[src/sv/wbs_pkg.sv]
// ============================================================================
// wbs_pkg
// Shared types and constants of the word break segmenter: request and result
// payloads, opcodes, cell control groups and default sizes.
// ============================================================================
`default_nettype none

package wbs_pkg;

    // default sizes for the top level parameters
    localparam int MAX_WORDS_DEF    = 16;
    localparam int MAX_WORD_LEN_DEF = 16;

    // request opcodes
    typedef enum logic [1:0] {
        OP_DICT  = 2'd0,
        OP_TEXT  = 2'd1,
        OP_CLEAR = 2'd2
    } wbs_op_t;

    // one request
    typedef struct packed {
        logic [1:0] opcode;
        logic [7:0] symbol;
        logic       last;
    } wbs_in_t;

    // one result
    typedef struct packed {
        logic prefix_breakable;
        logic text_end;
        logic dict_error;
    } wbs_out_t;

    // controls of a word cell
    typedef struct packed {
        logic load;
        logic commit;
        logic clear;
    } wbs_word_ctrl_t;

    // controls of a text position cell
    typedef struct packed {
        logic shift;
        logic clear;
    } wbs_pos_ctrl_t;

endpackage

`default_nettype wire

[src/sv/wbs_pos_cell.sv]
// ============================================================================
// wbs_pos_cell
// One text position: holds a recent text byte and whether the text position
// it closes was reachable; takes both from its neighbour on every text byte.
// ============================================================================
`default_nettype none

module wbs_pos_cell #(
    parameter bit START = 1'b0
) (
    input  wire logic                  clk,
    input  wire logic                  rst_n,
    input  wire wbs_pkg::wbs_pos_ctrl_t ctrl,
    input  wire logic [7:0]            byte_in,
    input  wire logic                  reach_in,
    output logic      [7:0]            byte_q,
    output logic                       reach_q
);

    logic [7:0] byte_reg;
    logic       reach_reg;

    // shift stage, cleared at text end and on clear
    always_ff @(posedge clk or negedge rst_n)
    begin
        if (!rst_n)
        begin
            byte_reg  <= 8'd0;
            reach_reg <= START;
        end
        else if (ctrl.clear)
        begin
            byte_reg  <= 8'd0;
            reach_reg <= START;
        end
        else if (ctrl.shift)
        begin
            byte_reg  <= byte_in;
            reach_reg <= reach_in;
        end
    end

    assign byte_q  = byte_reg;
    assign reach_q = reach_reg;

endmodule

`default_nettype wire

[src/sv/wbs_word_cell.sv]
// ============================================================================
// wbs_word_cell
// One dictionary slot: bytes are shifted in newest first, so the stored word
// lines up with the text window and every byte compares at a fixed place.
// ============================================================================
`default_nettype none

module wbs_word_cell #(
    parameter  int MAX_WORD_LEN = wbs_pkg::MAX_WORD_LEN_DEF,
    localparam int LEN_W        = $clog2(MAX_WORD_LEN + 1)
) (
    input  wire logic                             clk,
    input  wire logic                             rst_n,
    input  wire wbs_pkg::wbs_word_ctrl_t          ctrl,
    input  wire logic [7:0]                       byte_in,
    input  wire logic [LEN_W-1:0]                 commit_len,
    input  wire logic [MAX_WORD_LEN-1:0][7:0]     window,
    input  wire logic [MAX_WORD_LEN-1:0]          reach,
    output logic                                  hit
);

    logic [MAX_WORD_LEN-1:0][7:0] chars_reg;
    logic [LEN_W-1:0]             len_reg;
    logic [MAX_WORD_LEN-1:0]      byte_ok;
    logic                         start_reached;

    // byte shift line, newest byte at position zero
    always_ff @(posedge clk)
    begin
        if (ctrl.load)
        begin
            chars_reg[0] <= byte_in;
            for (int j = 1; j < MAX_WORD_LEN; j++)
            begin
                chars_reg[j] <= chars_reg[j-1];
            end
        end
    end

    // committed length, zero means empty slot
    always_ff @(posedge clk or negedge rst_n)
    begin
        if (!rst_n)
        begin
            len_reg <= '0;
        end
        else if (ctrl.clear)
        begin
            len_reg <= '0;
        end
        else if (ctrl.commit)
        begin
            len_reg <= commit_len;
        end
    end

    // per position compare and reachability of the word start
    always_comb
    begin
        start_reached = 1'b0;
        for (int j = 0; j < MAX_WORD_LEN; j++)
        begin
            byte_ok[j] = (chars_reg[j] == window[j]) || (LEN_W'(j) >= len_reg);
            if (len_reg == LEN_W'(j + 1))
            begin
                start_reached = reach[j];
            end
        end
        hit = (len_reg != '0) && (&byte_ok) && start_reached;
    end

endmodule

`default_nettype wire

[src/sv/word_break_segmenter.sv]
// ============================================================================
// word_break_segmenter
// Streams dictionary words and text bytes and tells, per text byte, whether
// the text so far splits into dictionary words.
// ============================================================================
// Requests arrive on item (valid/ready); results leave on result
// (valid/ready). A dictionary byte is stored in the slot being loaded; with
// last set it yields one result whose dict_error says if the word was dropped
// (longer than MAX_WORD_LEN, or the store already holds MAX_WORDS words).
// A text byte yields one result; last set ends the text and restores the
// start position. Clear empties dictionary and text state, no result.
// One request is taken per cycle while the skid stage is empty. A result is
// registered in the output register, or in the skid stage while that waits.
// Every word cell compares its slot against the text window in parallel,
// and the hits are or-ed into the reach bit that the position cells shift
// on, all combinationally; that loop sets the clock.
// The result register is backed by a one-entry skid stage, so a request is
// still taken while one result waits; item_ready falls only when both hold
// results. After reset the dictionary is empty and the text is at its start;
// no clearing pass is needed.
// ============================================================================
`default_nettype none

module word_break_segmenter #(
    parameter int MAX_WORDS    = wbs_pkg::MAX_WORDS_DEF,
    parameter int MAX_WORD_LEN = wbs_pkg::MAX_WORD_LEN_DEF
) (
    input  wire logic              clk,
    input  wire logic              rst_n,
    input  wire logic              item_valid,
    output logic                   item_ready,
    input  wire wbs_pkg::wbs_in_t  item,
    output logic                   result_valid,
    input  wire logic              result_ready,
    output wbs_pkg::wbs_out_t      result
);

    localparam int CNT_W = $clog2(MAX_WORDS + 1);
    localparam int LEN_W = $clog2(MAX_WORD_LEN + 1);

    logic                         accept;
    logic                         is_dict;
    logic                         is_text;
    logic                         is_clear;
    logic                         room;
    logic                         store;
    logic                         ovf_after;
    logic                         commit;
    logic                         push;
    logic                         reached;
    logic [LEN_W-1:0]             len_after;
    logic [CNT_W-1:0]             word_count_reg;
    logic [CNT_W-1:0]             word_count_next;
    logic [LEN_W-1:0]             load_len_reg;
    logic [LEN_W-1:0]             load_len_next;
    logic                         load_ovf_reg;
    logic                         load_ovf_next;
    logic [MAX_WORD_LEN-1:0][7:0] text_q;
    logic [MAX_WORD_LEN-1:0]      reach_q;
    logic [MAX_WORD_LEN-1:0][7:0] window;
    logic [MAX_WORDS-1:0]         hits;
    wbs_pkg::wbs_pos_ctrl_t       pos_ctrl;
    wbs_pkg::wbs_out_t            new_res;
    wbs_pkg::wbs_out_t            out_reg;
    wbs_pkg::wbs_out_t            out_next;
    wbs_pkg::wbs_out_t            skid_reg;
    wbs_pkg::wbs_out_t            skid_next;
    logic                         out_vld_reg;
    logic                         out_vld_next;
    logic                         skid_vld_reg;
    logic                         skid_vld_next;
    logic                         out_pop;

    // request decode and word loading bookkeeping
    always_comb
    begin
        accept   = item_valid && item_ready;
        is_dict  = 1'b0;
        is_text  = 1'b0;
        is_clear = 1'b0;
        case (item.opcode)
            wbs_pkg::OP_DICT:  is_dict  = accept;
            wbs_pkg::OP_TEXT:  is_text  = accept;
            wbs_pkg::OP_CLEAR: is_clear = accept;
            default:           ;
        endcase
        room      = (load_len_reg < LEN_W'(MAX_WORD_LEN))
                    && (word_count_reg < CNT_W'(MAX_WORDS));
        store     = is_dict && room && !load_ovf_reg;
        ovf_after = load_ovf_reg || !room;
        len_after = load_len_reg + LEN_W'(store);
        commit    = is_dict && item.last && !ovf_after;

        word_count_next = word_count_reg;
        load_len_next   = load_len_reg;
        load_ovf_next   = load_ovf_reg;
        if (is_clear)
        begin
            word_count_next = '0;
            load_len_next   = '0;
            load_ovf_next   = 1'b0;
        end
        else if (is_dict)
        begin
            if (commit)
            begin
                word_count_next = word_count_reg + CNT_W'(1);
            end
            if (item.last)
            begin
                load_len_next = '0;
                load_ovf_next = 1'b0;
            end
            else
            begin
                load_len_next = len_after;
                load_ovf_next = ovf_after;
            end
        end
    end

    // loading state
    always_ff @(posedge clk or negedge rst_n)
    begin
        if (!rst_n)
        begin
            word_count_reg <= '0;
            load_len_reg   <= '0;
            load_ovf_reg   <= 1'b0;
        end
        else
        begin
            word_count_reg <= word_count_next;
            load_len_reg   <= load_len_next;
            load_ovf_reg   <= load_ovf_next;
        end
    end

    // text window after taking the new byte
    always_comb
    begin
        window[0] = item.symbol;
        for (int j = 1; j < MAX_WORD_LEN; j++)
        begin
            window[j] = text_q[j-1];
        end
        pos_ctrl.shift = is_text;
        pos_ctrl.clear = is_clear || (is_text && item.last);
    end

    // row of text position cells
    for (genvar j = 0; j < MAX_WORD_LEN; j++)
    begin : g_pos
        if (j == 0)
        begin : g_head
            wbs_pos_cell #(
                .START(1'b1)
            ) u_pos (
                .clk     (clk),
                .rst_n   (rst_n),
                .ctrl    (pos_ctrl),
                .byte_in (item.symbol),
                .reach_in(reached),
                .byte_q  (text_q[j]),
                .reach_q (reach_q[j])
            );
        end
        else
        begin : g_body
            wbs_pos_cell #(
                .START(1'b0)
            ) u_pos (
                .clk     (clk),
                .rst_n   (rst_n),
                .ctrl    (pos_ctrl),
                .byte_in (text_q[j-1]),
                .reach_in(reach_q[j-1]),
                .byte_q  (text_q[j]),
                .reach_q (reach_q[j])
            );
        end
    end

    // row of word cells, the slot being loaded is the one at word_count
    for (genvar w = 0; w < MAX_WORDS; w++)
    begin : g_word
        wbs_pkg::wbs_word_ctrl_t word_ctrl;

        always_comb
        begin
            word_ctrl.load   = store && (word_count_reg == CNT_W'(w));
            word_ctrl.commit = commit && (word_count_reg == CNT_W'(w));
            word_ctrl.clear  = is_clear;
        end

        wbs_word_cell #(
            .MAX_WORD_LEN(MAX_WORD_LEN)
        ) u_word (
            .clk       (clk),
            .rst_n     (rst_n),
            .ctrl      (word_ctrl),
            .byte_in   (item.symbol),
            .commit_len(len_after),
            .window    (window),
            .reach     (reach_q),
            .hit       (hits[w])
        );
    end

    assign reached = |hits;

    // result forming and output register with skid stage
    always_comb
    begin
        new_res.prefix_breakable = is_text && reached;
        new_res.text_end         = is_text && item.last;
        new_res.dict_error       = is_dict && ovf_after;
        push                     = is_text || (is_dict && item.last);
        out_pop                  = out_vld_reg && result_ready;

        out_next      = out_reg;
        out_vld_next  = out_vld_reg;
        skid_next     = skid_reg;
        skid_vld_next = skid_vld_reg;
        if (!out_vld_reg || out_pop)
        begin
            if (skid_vld_reg)
            begin
                out_next      = skid_reg;
                out_vld_next  = 1'b1;
                skid_next     = new_res;
                skid_vld_next = push;
            end
            else
            begin
                out_next     = new_res;
                out_vld_next = push;
            end
        end
        else if (push)
        begin
            skid_next     = new_res;
            skid_vld_next = 1'b1;
        end
    end

    // output valid flags
    always_ff @(posedge clk or negedge rst_n)
    begin
        if (!rst_n)
        begin
            out_vld_reg  <= 1'b0;
            skid_vld_reg <= 1'b0;
        end
        else
        begin
            out_vld_reg  <= out_vld_next;
            skid_vld_reg <= skid_vld_next;
        end
    end

    // output payloads
    always_ff @(posedge clk)
    begin
        out_reg  <= out_next;
        skid_reg <= skid_next;
    end

    assign item_ready   = !skid_vld_reg;
    assign result_valid = out_vld_reg;
    assign result       = out_reg;

    // skid stage only fills behind a waiting result
    a_skid_behind_out : assert property (@(posedge clk) disable iff (!rst_n)
        skid_vld_reg |-> out_vld_reg)
        else $error("skid stage holds a result while the output is empty");

    // store never counts past its capacity
    a_count_bound : assert property (@(posedge clk) disable iff (!rst_n)
        word_count_reg <= CNT_W'(MAX_WORDS))
        else $error("word count beyond store size");

    // loading word never longer than a slot
    a_len_bound : assert property (@(posedge clk) disable iff (!rst_n)
        load_len_reg <= LEN_W'(MAX_WORD_LEN))
        else $error("loading length beyond slot size");

    // clear empties the store and the loading word
    a_clear_empties : assert property (@(posedge clk) disable iff (!rst_n)
        is_clear |=> (word_count_reg == '0) && (load_len_reg == '0) && !load_ovf_reg)
        else $error("clear left dictionary state behind");

    // text end restores the start position
    a_text_restart : assert property (@(posedge clk) disable iff (!rst_n)
        (is_text && item.last) |=> (reach_q == MAX_WORD_LEN'(1)))
        else $error("text end did not restore start reachability");

endmodule

`default_nettype wire

[config.mk]
export PLATFORM = sky130hd
export DESIGN_NAME = word_break_segmenter
export DESIGN_NICKNAME = d
export VERILOG_FILES = /design/src/sv/wbs_pkg.sv /design/src/sv/wbs_pos_cell.sv /design/src/sv/wbs_word_cell.sv /design/src/sv/word_break_segmenter.sv
export SDC_FILE = /design/constraint.sdc
export NUM_CORES = 2
export LEC_CHECK = 0
export BUFFER_PORTS_ARGS = -buffer_cell sky130_fd_sc_hd__buf_2
export CORE_ASPECT_RATIO = 0.6
export CORE_UTILIZATION = 33
export DETAILED_ROUTE_END_ITERATION = 10
export PLACE_DENSITY = 0.44
export SETUP_SLACK_MARGIN = 0.02
export SYNTH_ARGS = -nofsm -noshare
export SYNTH_HDL_FRONTEND = slang
export SYNTH_HIERARCHICAL = 1
export SYNTH_SLANG_ARGS = --single-unit
export TNS_END_PERCENT = 30
[constraint.sdc]
create_clock -name clk -period 11.45 [get_ports clk]
set_input_delay 0.5725 -clock clk [delete_from_list [all_inputs] [get_ports clk]]
set_output_delay 0.5725 -clock clk [all_outputs]
set_load 0.03 [all_outputs]
==> flow_summary_export.csv <==
group,metric,value,unit
yosys,netlist_instances,6726,
cts,cts_buffers,222,
pwr,p_total,17.4,mW
timing,relSlewSlack,-7.72,%
timing,hold_ws,0.198,ns
cells_and_area,final_area,114000,um^2
worst_setup_path,cp-end-kind,"register",
cells_and_area,final_util,37.7,%
global_routing,grt-ovfl-total,0,
detailed_routing,wirelength,350,mm
cts,cts_tree,"done",
cts,cts.clk_slew.worst_paths,0.07,ns
cts,post-cts-setup-buffers,0,
global_routing,grt_pass1_vias,54405,
worst_setup_path,path_cells,"buf_4 > xor2_1 > nor4_1 > a21oi_1 > o21ai_0 > nand3_1 > nor4_2 > nor4_1 > nand4_1 > a22o_1",
detailed_routing,drcViolationCount,0,
worst_setup_path,worstPathRequired,12.19,ns
cells_and_area,drive_gt1_share,10.7,%
detailed_routing,postRouteAntennaNets,0,
cells_and_area,nNetsFinal,7078,
worst_setup_path,startpoint_type,"register",
timing,min_period_over_period,46.1,%
timing,fin_crit,5.28,ns
pwr,powerDensity,152,nW/um^2
placed_design,io_buffers,19,
detailed_routing,drt_iter0_markers,7272,
floorplan,rows,156,
worst_setup_path,r2r_slack,6.17,ns
cells_and_area,area_growth_syn_to_layout,13.2,%
cts,h-tree-depth,4,
yosys,syn_avg_cell_area,15.0,um^2
worst_setup_path,critical_path.top_delay_family,"simple AND/OR/NAND/NOR gates",
worst_setup_path,cp_common_cell,"nor4_1",
pwr,p_leak,40.7,nW
worst_setup_path,cp_slowest_cell,"nor4_2",
global_routing,grt_use_total,22.2,%
cells_and_area,largest_reg_flops,2048,
timing,drv_slew,6,
timing,hold_viol,0,
detailed_routing,vias,58518,
worst_setup_path,worstPathArrival,6.02,ns
floorplan,io_pins,20,
timing,worst_pin_slew,1.61,ns
outcome,status,"finished, violations left",
floorplan,die-area,308000,um^2
cts,clkLatencyLatePin,0.90,ns
cts,clockBufferDepth,4,
detailed_routing,wl_per_cell,31.1,um
timing,setup_tns,0,ns
timing,finalSetupViolCount,0,
floorplan,core_area,303000,um^2
placed_design,hpwl,263,mm
worst_setup_path,max_stage_delay,0.93,ns
run,maxCapViolCount,4,
worst_setup_path,path_buf_inv,1,
global_routing,grt_max_degree,148,
global_routing,grt_pass1_wl,479,mm
placed_design,place_congestion,0.933,
worst_setup_path,critPathKind,"register to register",
yosys,syn_nets,6748,
global_routing,antenna_found_initial,26,
cts,cts_sinks,2283,
yosys,synth_warnings,6,
cts,root_buffer,"clkbuf_16",
yosys,syn_area,101000,um^2
timing,rsz0062_at_grt,"no",
timing,fmax,0.189,GHz
outcome,violations,"capacitance limit, slew limit",
floorplan,start_util,33.3,%
worst_setup_path,critPathMaxFanout,14,
detailed_routing,first_pass_iters,6,
detailed_routing,vias_per_cell,5.19,
placed_design,placed_area,107000,um^2
floorplan,die_h,430,um
timing,finClkSkew,0.0540,ns
worst_hold_path,hold_path_class,"primary input to register",
pwr,worst_ir_drop_vdd,0.125,mV
floorplan,die_x,716,um
-- final timing paths --
path | cells past startpoint | from | to
worst min-delay path | 4 | item[9] | result_valid
worst min register to register | 0 | g_word[8].u_word/chars_reg[30] | g_word[8].u_word/chars_reg[38]
min in group asynchronous | 2 | rst_n | g_pos[12].g_body.u_pos/byte_q[0]
worst max-delay path | 10 | g_pos[7].g_body.u_pos/byte_q[4] | result[2]
max in group asynchronous | 3 | rst_n | g_pos[1].g_body.u_pos/byte_q[1]
worst max register to register | 10 | g_pos[7].g_body.u_pos/byte_q[4] | result[2]
-- repair_timing --
| item | in CTS | in global routing |
|---|---|---|
| hold buffers | 1 | 0 |
| endpoints found under the hold margin | 82 | 0 |
| gates resized for setup | 0 | 0 |
-- metal layers --
metal	GRT usage [%]	vias up	wire length, um
met2	24.3	2413	115000
met5	0	-	61
li1	-	25713	-
met4	2.98	4	4220
met1	40.1	30068	197000
met3	6.38	320	34600
-- tightest hold or removal path, cell delays in order --
cell     delay (ns)
buf_2          0.20
or2_2          0.16
a21oi_1        0.08
nand2_1        0.07
-- cells in the final DEF (no fill, tap or decap), types with 15 or more instances in the layout --
cell / count
o22a_1: 15
o21ai_0: 64
buf_4: 250
clkinv_1: 34
dfrtp_1: 179
o31ai_1: 16
xnor2_1: 446
a311oi_2: 15
a21oi_1: 162
a22oi_1: 61
mux2i_1: 265
nor4_1: 384
o31a_1: 15
mux2_2: 15
or2_1: 15
o32ai_1: 46
nor2b_1: 16
nor4_2: 56
mux2_1: 30
nand4_1: 158
buf_2: 18
dfrtp_2: 49
xor2_1: 1605
nand2_1: 124
a32oi_1: 16
nor2b_2: 16
clkbuf_16: 225
clkbuf_1: 55
nand2b_1: 33
bufinv_16: 16
a221oi_1: 30
edfxtp_1: 2054
nand3_1: 72
clkbuf_8: 26
nor3_1: 97
o21a_1: 15
inv_1: 37
nor2_1: 343
or3_1: 18
clkinv_2: 37
-- power by group --
group          internal [mW]  leakage (nW)  total, mW  switching [mW]
clock network           4.13          3.49       7.44            3.31
registers               9.16          21.6       9.32           0.158
logic                  0.193          15.6      0.625           0.432
total                   13.5          40.7       17.4            3.90
-- through the flow --
step | std cells | worst slack [ns]
floorplan | 6726 | 0.787
global placement | 10843 | 5.05
detailed placement | 10859 | 6.46
CTS | 11267 | 6.40
global route | 11268 | 6.06
finish | 11272 | 6.17
-- layout make-up --
class	count	area, um^2
antenna	4	10.0
clock buffer	306	6190
clock inverter	101	918
fill	28339	188000
inverter	38	143
multi-input combinational	4240	32500
sequential	2283	67500
tap	4029	5040
timing repair buffer	271	2010
Note: power is estimated with default switching activity, not from simulation.
